`src/hw/rtl/plti_pkg.sv`:
```
package plti_pkg;

  localparam int STORED_POINTS = 50;
  localparam int TABLE_POINTS  = 50;
  localparam int FRAC_BITS     = 8;
  localparam int USED_POINTS   = (TABLE_POINTS > STORED_POINTS) ? STORED_POINTS :
                                 ((TABLE_POINTS < 2) ? 2 : TABLE_POINTS);
  localparam int LAST          = USED_POINTS - 1;

  localparam int IN_W     = 24;
  localparam int OUT_W    = 19;
  localparam int ZW       = 20;   // fixed point table entries
  localparam int IDX_W    = 6;
  localparam int OFF_W    = 16;
  localparam int RUN_W    = 16;
  localparam int RISE_W   = 16;
  localparam int PROD_W   = OFF_W + RISE_W;
  localparam int RECIP_SH = 32;
  localparam int RECIP_W  = 20;
  localparam int QT_W     = PROD_W + RECIP_W;

  typedef logic [31:0]        raw_tab_t   [STORED_POINTS];
  typedef logic [ZW-1:0]      fix_tab_t   [STORED_POINTS];
  typedef logic [RUN_W-1:0]   run_tab_t   [STORED_POINTS-1];
  typedef logic [RISE_W-1:0]  rise_tab_t  [STORED_POINTS-1];
  typedef logic [RECIP_W-1:0] recip_tab_t [STORED_POINTS-1];

  // heights, 1/10000 mm
  localparam raw_tab_t HEIGHT_RAW = '{
    32'd0, 32'd663394, 32'd1325068, 32'd1968724, 32'd2626313,
    32'd3281487, 32'd3934010, 32'd4583651, 32'd5214448, 32'd5857714,
    32'd6497409, 32'd7133304, 32'd7765171, 32'd8377526, 32'd9000767,
    32'd9619305, 32'd10232918, 32'd10841382, 32'd11429833, 32'd12027477,
    32'd12619320, 32'd13205144, 32'd13784735, 32'd14343979, 32'd14910632,
    32'd15470423, 32'd16023146, 32'd16555380, 32'd17093537, 32'd17624022,
    32'd18146636, 32'd18661182, 32'd19155220, 32'd19653262, 32'd20142669,
    32'd20623254, 32'd21094835, 32'd21546062, 32'd21999325, 32'd22443055,
    32'd22877080, 32'd23301233, 32'd23705368, 32'd24109533, 32'd24503344,
    32'd24886644, 32'd25259282, 32'd25612415, 32'd25963557, 32'd26303607
  };

  // corrections, 1/10000 mm
  localparam raw_tab_t CORR_RAW = '{
    32'd0, 32'd70509, 32'd153822, 32'd247413, 32'd355926,
    32'd477136, 32'd610998, 32'd757462, 32'd912447, 32'd1083643,
    32'd1267264, 32'd1463242, 32'd1671503, 32'd1886449, 32'd2118745,
    32'd2363079, 32'd2619361, 32'd2887495, 32'd3160415, 32'd3451664,
    32'd3754454, 32'd4068671, 32'd4394198, 32'd4722569, 32'd5070079,
    32'd5428525, 32'd5797773, 32'd6168293, 32'd6558472, 32'd6959031,
    32'd7369820, 32'd7790685, 32'd8210846, 32'd8651154, 32'd9101058,
    32'd9560393, 32'd10028985, 32'd10494904, 32'd10981269, 32'd11476361,
    32'd11979995, 32'd12491983, 32'd12999352, 32'd13527279, 32'd14062982,
    32'd14606261, 32'd15156912, 32'd15701042, 32'd16265651, 32'd16837013
  };

  // round to nearest, halves up
  function automatic fix_tab_t fix_tab(raw_tab_t r);
    fix_tab_t    f;
    logic [63:0] s;
    for (int i = 0; i < STORED_POINTS; i++) begin
      s    = ({32'd0, r[i]} << FRAC_BITS) + 64'd5000;
      f[i] = ZW'(s / 64'd10000);
    end
    return f;
  endfunction

  localparam fix_tab_t HEIGHT_FIX = fix_tab(HEIGHT_RAW);
  localparam fix_tab_t CORR_FIX   = fix_tab(CORR_RAW);

  function automatic run_tab_t run_build();
    run_tab_t t;
    for (int i = 0; i < STORED_POINTS - 1; i++) begin
      if (HEIGHT_FIX[i+1] > HEIGHT_FIX[i]) t[i] = RUN_W'(HEIGHT_FIX[i+1] - HEIGHT_FIX[i]);
      else t[i] = '0;
    end
    return t;
  endfunction

  localparam run_tab_t RUN_TAB = run_build();

  // zero rise on flat or degenerate segments keeps the lower correction
  function automatic rise_tab_t rise_build();
    rise_tab_t t;
    for (int i = 0; i < STORED_POINTS - 1; i++) begin
      if (CORR_FIX[i+1] > CORR_FIX[i] && RUN_TAB[i] != '0)
        t[i] = RISE_W'(CORR_FIX[i+1] - CORR_FIX[i]);
      else t[i] = '0;
    end
    return t;
  endfunction

  localparam rise_tab_t RISE_TAB = rise_build();

  // floor(2^RECIP_SH / run) by shift and subtract; quotient estimate is low
  // by at most one
  function automatic recip_tab_t recip_build();
    recip_tab_t  t;
    logic [63:0] num;
    logic [63:0] rem;
    logic [63:0] q;
    num = 64'd1 << RECIP_SH;
    for (int i = 0; i < STORED_POINTS - 1; i++) begin
      rem = '0;
      q   = '0;
      for (int b = RECIP_SH; b >= 0; b--) begin
        rem = {rem[62:0], num[b]};
        q   = {q[62:0], 1'b0};
        if (RUN_TAB[i] != '0 && rem >= {48'd0, RUN_TAB[i]}) begin
          rem  = rem - {48'd0, RUN_TAB[i]};
          q[0] = 1'b1;
        end
      end
      if (RUN_TAB[i] != '0) t[i] = RECIP_W'(q);
      else t[i] = '0;
    end
    return t;
  endfunction

  localparam recip_tab_t RECIP_TAB = recip_build();

  typedef struct packed {
    logic [OFF_W-1:0]   off;
    logic [RISE_W-1:0]  rise;
    logic [RUN_W-1:0]   run;
    logic [RECIP_W-1:0] recip;
    logic [OUT_W-1:0]   base;
  } seg_t;

endpackage

```
`src/hw/rtl/piecewise_linear_table_interpolator_top.sv`:
```
// Channel  Ports                                   Direction
// -------  --------------------------------------  ---------
// in       in_valid, in_ready, in_height_pos[23:0]   input
// out      out_valid, out_ready, out_correction[18:0] output
//
// Six register stages; the result is registered in stage 6.
// One transaction per cycle sustained while the output is not stalled; the stage-4 32x20
// reciprocal multiplier sets the per-stage depth.
// rst_n is synchronous, active low, and clears only the stage valid bits.
// When out_valid is high and out_ready low, every stage holds and in_ready drops.
module piecewise_linear_table_interpolator_top (
  input  logic                               clk,
  input  logic                               rst_n,
  input  logic                               in_valid,
  output logic                               in_ready,
  input  logic signed [plti_pkg::IN_W-1:0]   in_height_pos,
  output logic                               out_valid,
  input  logic                               out_ready,
  output logic [plti_pkg::OUT_W-1:0]         out_correction
);

  logic           en;
  logic           seg_valid;
  plti_pkg::seg_t seg;

  // whole pipeline advances unless the final result is being held
  assign en       = !out_valid || out_ready;
  assign in_ready = en;

  // stages 1-2: breakpoint compares, segment select and table fetch
  plti_seg u_seg (
    .clk           (clk),
    .rst_n         (rst_n),
    .en            (en),
    .in_valid      (in_valid),
    .in_height_pos (in_height_pos),
    .seg_valid     (seg_valid),
    .seg_o         (seg)
  );

  // stages 3-6: product, reciprocal divide with one-step correction, add base
  plti_div u_div (
    .clk       (clk),
    .rst_n     (rst_n),
    .en        (en),
    .seg_valid (seg_valid),
    .seg_i     (seg),
    .res_valid (out_valid),
    .res       (out_correction)
  );

endmodule

```
`src/hw/rtl/plti_seg.sv`:
```
module plti_seg (
  input  logic                                clk,
  input  logic                                rst_n,
  input  logic                                en,
  input  logic                                in_valid,
  input  logic signed [plti_pkg::IN_W-1:0]    in_height_pos,
  output logic                                seg_valid,
  output plti_pkg::seg_t                      seg_o
);

  // stage 1: compare against every breakpoint
  logic                              v1_r;
  logic signed [plti_pkg::IN_W-1:0]  h1_r;
  logic [plti_pkg::LAST:0]           ge1_r;
  logic                              gt0_1_r;
  logic [plti_pkg::LAST:0]           ge_nxt;
  logic                              gt0_nxt;

  always_comb begin
    for (int i = 0; i <= plti_pkg::LAST; i++) begin
      ge_nxt[i] = in_height_pos >= $signed(plti_pkg::IN_W'(plti_pkg::HEIGHT_FIX[i]));
    end
    gt0_nxt = in_height_pos > $signed(plti_pkg::IN_W'(plti_pkg::HEIGHT_FIX[0]));
  end

  always_ff @(posedge clk) begin
    if (!rst_n) begin
      v1_r <= 1'b0;
    end else if (en) begin
      v1_r <= in_valid;
    end
  end

  always_ff @(posedge clk) begin
    if (en) begin
      h1_r    <= in_height_pos;
      ge1_r   <= ge_nxt;
      gt0_1_r <= gt0_nxt;
    end
  end

  // stage 2: pick segment, fetch its constants
  logic [plti_pkg::IDX_W-1:0] idx;
  logic [plti_pkg::IN_W-1:0]  diff;
  plti_pkg::seg_t             seg_nxt;
  plti_pkg::seg_t             seg_r;
  logic                       v2_r;

  always_comb begin
    idx = '0;
    for (int i = 1; i < plti_pkg::LAST; i++) begin
      if (ge1_r[i]) idx = plti_pkg::IDX_W'(i);
    end
    diff          = h1_r - plti_pkg::IN_W'(plti_pkg::HEIGHT_FIX[idx]);
    seg_nxt.off   = diff[plti_pkg::OFF_W-1:0];
    seg_nxt.rise  = plti_pkg::RISE_TAB[idx];
    seg_nxt.run   = plti_pkg::RUN_TAB[idx];
    seg_nxt.recip = plti_pkg::RECIP_TAB[idx];
    seg_nxt.base  = plti_pkg::OUT_W'(plti_pkg::CORR_FIX[idx]);
    if (!gt0_1_r || ge1_r[plti_pkg::LAST]) begin
      seg_nxt.off  = '0;
      seg_nxt.rise = '0;
      seg_nxt.run  = '0;
      seg_nxt.base = gt0_1_r ? plti_pkg::OUT_W'(plti_pkg::CORR_FIX[plti_pkg::LAST])
                             : plti_pkg::OUT_W'(plti_pkg::CORR_FIX[0]);
    end
  end

  always_ff @(posedge clk) begin
    if (!rst_n) begin
      v2_r <= 1'b0;
    end else if (en) begin
      v2_r <= v1_r;
    end
  end

  always_ff @(posedge clk) begin
    if (en) begin
      seg_r <= seg_nxt;
    end
  end

  assign seg_valid = v2_r;
  assign seg_o     = seg_r;

endmodule

```
`src/hw/rtl/plti_div.sv`:
```
module plti_div (
  input  logic                        clk,
  input  logic                        rst_n,
  input  logic                        en,
  input  logic                        seg_valid,
  input  plti_pkg::seg_t              seg_i,
  output logic                        res_valid,
  output logic [plti_pkg::OUT_W-1:0]  res
);

  // stage 3: off * rise
  logic                          v3_r;
  logic [plti_pkg::PROD_W-1:0]   p3_r;
  logic [plti_pkg::RUN_W-1:0]    run3_r;
  logic [plti_pkg::RECIP_W-1:0]  recip3_r;
  logic [plti_pkg::OUT_W-1:0]    base3_r;

  // stage 4: quotient estimate
  logic                          v4_r;
  logic [plti_pkg::PROD_W-1:0]   p4_r;
  logic [plti_pkg::RUN_W-1:0]    run4_r;
  logic [plti_pkg::RISE_W-1:0]   q4_r;
  logic [plti_pkg::OUT_W-1:0]    base4_r;
  logic [plti_pkg::QT_W-1:0]     qt;

  // stage 5: back-multiply
  logic                          v5_r;
  logic [plti_pkg::PROD_W-1:0]   p5_r;
  logic [plti_pkg::PROD_W-1:0]   qr5_r;
  logic [plti_pkg::RUN_W-1:0]    run5_r;
  logic [plti_pkg::RISE_W-1:0]   q5_r;
  logic [plti_pkg::OUT_W-1:0]    base5_r;

  // stage 6: correct and add
  logic                          v6_r;
  logic [plti_pkg::OUT_W-1:0]    res6_r;
  logic [plti_pkg::PROD_W-1:0]   rem;
  logic                          inc;
  logic [plti_pkg::OUT_W-1:0]    res_nxt;

  assign qt      = plti_pkg::QT_W'(p3_r) * plti_pkg::QT_W'(recip3_r);
  assign rem     = p5_r - qr5_r;
  assign inc     = (run5_r != '0) && (rem >= plti_pkg::PROD_W'(run5_r));
  assign res_nxt = base5_r + plti_pkg::OUT_W'(q5_r) + plti_pkg::OUT_W'(inc);

  always_ff @(posedge clk) begin
    if (!rst_n) begin
      v3_r <= 1'b0;
      v4_r <= 1'b0;
      v5_r <= 1'b0;
      v6_r <= 1'b0;
    end else if (en) begin
      v3_r <= seg_valid;
      v4_r <= v3_r;
      v5_r <= v4_r;
      v6_r <= v5_r;
    end
  end

  always_ff @(posedge clk) begin
    if (en) begin
      p3_r     <= plti_pkg::PROD_W'(seg_i.off) * plti_pkg::PROD_W'(seg_i.rise);
      run3_r   <= seg_i.run;
      recip3_r <= seg_i.recip;
      base3_r  <= seg_i.base;

      p4_r     <= p3_r;
      run4_r   <= run3_r;
      base4_r  <= base3_r;
      q4_r     <= plti_pkg::RISE_W'(qt >> plti_pkg::RECIP_SH);

      p5_r     <= p4_r;
      qr5_r    <= plti_pkg::PROD_W'(q4_r) * plti_pkg::PROD_W'(run4_r);
      run5_r   <= run4_r;
      q5_r     <= q4_r;
      base5_r  <= base4_r;

      res6_r   <= res_nxt;
    end
  end

  assign res_valid = v6_r;
  assign res       = res6_r;

  // estimate is never high and at most one low
  a_rem_bound: assert property (@(posedge clk) disable iff (!rst_n)
    v5_r && run5_r != '0 |-> p5_r >= qr5_r && rem < (plti_pkg::PROD_W'(run5_r) << 1))
    else $error("quotient estimate off by more than one");

  a_res_max: assert property (@(posedge clk) disable iff (!rst_n)
    v6_r |-> res6_r <= plti_pkg::OUT_W'(plti_pkg::CORR_FIX[plti_pkg::LAST]))
    else $error("correction above last table value");

  a_stall_hold: assert property (@(posedge clk) disable iff (!rst_n)
    !en |=> $stable({v3_r, v4_r, v5_r, v6_r}) && $stable(res6_r))
    else $error("pipeline moved during stall");

endmodule
```
`config.mk`:
```
export PLATFORM = sky130hd
export DESIGN_NAME = piecewise_linear_table_interpolator_top
export DESIGN_NICKNAME = d
export VERILOG_FILES = /design/src/hw/rtl/plti_pkg.sv /design/src/hw/rtl/piecewise_linear_table_interpolator_top.sv /design/src/hw/rtl/plti_seg.sv /design/src/hw/rtl/plti_div.sv
export SDC_FILE = /design/constraint.sdc
export NUM_CORES = 2
export LEC_CHECK = 0
export BUFFER_PORTS_ARGS = -buffer_cell sky130_fd_sc_hd__buf_4
export CAP_MARGIN = 30
export CORE_MARGIN = 2
export CORE_UTILIZATION = 27
export DETAILED_ROUTE_END_ITERATION = 7
export GPL_TIMING_DRIVEN = 0
export PLACE_DENSITY = 0.39
export SLEW_MARGIN = 10
export SYNTH_ARGS = -nofsm -noshare
export SYNTH_HDL_FRONTEND = slang
export SYNTH_HIERARCHICAL = 1
export SYNTH_SLANG_ARGS = --single-unit
```
`constraint.sdc`:
```
create_clock -name clk -period 23.2 [get_ports clk]
set_input_delay 4.64 -clock clk [delete_from_list [all_inputs] [get_ports clk]]
set_output_delay 4.64 -clock clk [all_outputs]
set_load 0.02 [all_outputs]
```
==> key figures <==
Timing
  – Final hold viol count: 0
  – Final setup fails: 0
  – Max-slew violations: 0
  – Worst-Margin Slew: 1140 ps
  – Post-layout min period: 10230 ps
  – Final worst path period share: 44.1%
  – Max frequency: 97.7 MHz
  – Clock skew: 32.9 ps
  – PnR worst setup slack: 12970 ps
  – Post-route setup TNS: 0 ps
  – Slew HR: 24.1%
  – RSZ-0062 raised after global routing: false

Synth
  – Seq/Total Area, Yosys: 22.7%
  – Post-Synth XOR/XNOR Area: 1.66%
  – EDFF count, synth: 453
  – Adder-cell share of the synthesized area: 39.5%
  – Largest family of logic cells by synthesized area: adder cells
  – Primary FF master, synth: edfxtp_1
  – Post-Synthesis Cells: 6407
  – Compound-gate portion of the synthesized area: 10.4%
  – #FFs+latches synth: 459
  – Async set-reset flop share out of synthesis: 0%
  – Post-synthesis mux area share: 0.248%
  – Simple-Gate Fraction of Synth Area: 16.3%
  – Yosys warnings: 6
  – Mapped Area: 0.0606 sq mm
  – Syn_area_per_cell: 9.46 sq um
  – Library cells used by synthesis: 99

Clocking
  – TritonCTS Buffers: 56
  – CTS tree: yes
  – Post-CTS Hold Buffers: 0
  – Clock Path Buffers: 3
  – Clock Pin Slew Worst Setup and Hold Paths: 60 ps
  – Clk_lat worst skew: 680 ps
  – Number of buffers added for setup after CTS: 0
  – Clock Tree Root: clkbuf_16
  – H-tree Lvls: 2
  – Resized cells post-CTS: 0
  – Clock sinks: 459

Critical path
  – Buf+Inv Stages, Crit Path: 3
  – Largest delay share family, worst path: buffers and inverters
  – Most frequent cell on the critical path: buf_4
  – CP peak stage delay: 290 ps
  – Crit-path cells: buf_4 -> nand2b_4 -> buf_16 -> buf_4
  – WS Path Type: input port to output pin
  – Critical path required time: 18560 ps
  – Element type at the critical path start: input port
  – Critical Path End Type: output pin
  – R2r setup slk: 13570 ps
  – Slowest library cell on the worst path: nand2b_4
  – CP max FO: 52
  – Crit path arrival time: 5590 ps
  – R2R Path Start: u_div/p3_r[28]$_DFFE_PP_
  – Critical R2R Capture: u_div/q4_r[14]$_DFFE_PP_
  – R2r worst-path depth: 25

Die
  – Chip width: 478 um
  – Core Footprint: 0.223 sq mm
  – Chip height: 478 um
  – Starting Density: 27.2%
  – I/O pin total: 49
  – Die Area: 0.228 sq mm
  – Row Count: 173

Detailed routing
  – WL final: 256 mm
  – Drt drc: 0
  – Total vias in the final route: 47809
  – Initial DRC count: 3545
  – Via density: 4.97
  – Drt wl/cell: 26.6 um
  – Post-DRT Antenna Nets: 0
  – First-pass DRT Iterations: 6

Status
  – Status: finished, final reports clean

Finish
  – Final instance area: 0.0674 sq mm
  – Register Area: 0.0137 sq mm
  – Post-Layout Cell Count: 9614
  – Area grow syn2layout: 11.3%
  – Layout cells sized above 1: 4.53%
  – Net count reported at finish: 7969
  – FILL cells: 23631
  – Area occupied by multi-input gates: 0.0414 sq mm

Global routing
  – Initial antenna violation count: 21
  – First-pass GRT wire length: 370 mm
  – Total GRT Usage: 22.3%
  – Vias in the first global route: 50496
  – Largest net degree at the start of global routing: 63
  – GR Overflow Total: 0

Worst hold path
  – Hold Path End: u_div/recip3_r[15]$_DFFE_PP_
  – Hold path depth: 0
  – HP Class: flip-flop to flip-flop
  – Origin of the worst min-delay path: u_seg/seg_o[34]$_DFFE_PP_

Place
  – Hpwl dp: 206 mm
  – Area post-placement: 0.0655 sq mm
  – Worst slack, placed: 12960 ps
  – GP Congestion: 0.976
  – Port Buf Inserts: 48
  – Post-Place Cells: 9493

Job
  – Max capacitance violation total: 0
## sequential cells by signal, summed over array words and instances, names as in the netlist, 20 cells and up
signal          flops
u_div/p4_r         32
u_div/qr5_r        32
u_seg/seg_o        83
u_div/p5_r         32
u_seg/ge1_r        49
u_div/recip3_r     20
u_div/p3_r         32
## final cells by class
class | count | share of cell area [%]
clock inverter | 37 | 0.488
antenna | 14 | 0.0520
sequential | 459 | 20.4
multi-input combinational | 4496 | 61.4
tap | 2975 | 5.52
timing repair buffer | 113 | 1.86
clock buffer | 65 | 2.13
buffer | 338 | 2.01
inverter | 1117 | 6.22
## cells in the mapped netlist, drive strengths merged (74+ instances only)
| cell type | n | share of area, % |
|---|---|---|
| nor3 | 97 | 0.86 |
| ha | 436 | 9.0 |
| nand3 | 89 | 0.74 |
| fa | 924 | 31 |
| nor2 | 240 | 1.5 |
| xnor2 | 74 | 1.1 |
| inv | 1117 | 6.9 |
| o21ai | 227 | 1.9 |
| nand2 | 829 | 5.1 |
| and2 | 541 | 5.6 |
| clkbuf | 286 | 1.8 |
| edfxtp | 453 | 22 |
| a21oi | 286 | 2.4 |
## metal layers
metal | GRT usage [%] | up-vias | share of wire [%]
met4 | 7.97 | 12 | 4.1
met3 | 3.33 | 448 | 5.6
li1 | - | 21073 | -
met5 | 0 | - | 0.033
met1 | 30.5 | 24664 | 45
met2 | 35.8 | 1612 | 46
## how the worst max path moves through the flow
stage | from | endpoint | cells after the start
3_5_place_dp | out_ready | in_ready | 4
6_report | out_ready | in_ready | 4
3_3_place_gp | out_ready | in_ready | 3
4_1_cts | out_ready | in_ready | 4
2_1_floorplan | out_ready | in_ready | 1
5_1_grt | out_ready | in_ready | 4
## cell families after synthesis
family,after synthesis
compound gates,976
xor+xnor,115
fa+ha+maj,1360
buf+inv,1455
flops,459
mux,15
other cells,1
simple gates,2026
## cells in the final DEF (no fill, tap or decap), types with 40 or more instances in the layout
| master | netlist | routed |
|---|---|---|
| buf_4 | 7 | 64 |
| nor2_1 | 235 | 234 |
| fa_1 | 924 | 924 |
| nand2_1 | 827 | 827 |
| a21oi_1 | 284 | 283 |
| ha_1 | 436 | 436 |
| nand3_1 | 88 | 88 |
| nor3_1 | 93 | 91 |
| a31oi_1 | 45 | 45 |
| xnor2_1 | 74 | 74 |
| o21ai_0 | 192 | 190 |
| a21o_1 | 55 | 55 |
| xor2_1 | 41 | 41 |
| inv_1 | 1112 | 1112 |
| edfxtp_1 | 453 | 453 |
| and2_1 | 539 | 539 |
| clkbuf_16 | 0 | 56 |
| clkbuf_1 | 286 | 295 |
| buf_2 | 34 | 40 |
## through the flow
step,hold WS [ps],utilization [%]
floorplan,400,-
global placement,403,29.0
detailed placement,405,29.4
CTS,395,30.2
global route,421,30.2
finish,403,30.3
Power is not shown: default switching activity piles up to over one toggle a cycle in this logic, so the estimate is an artifact.
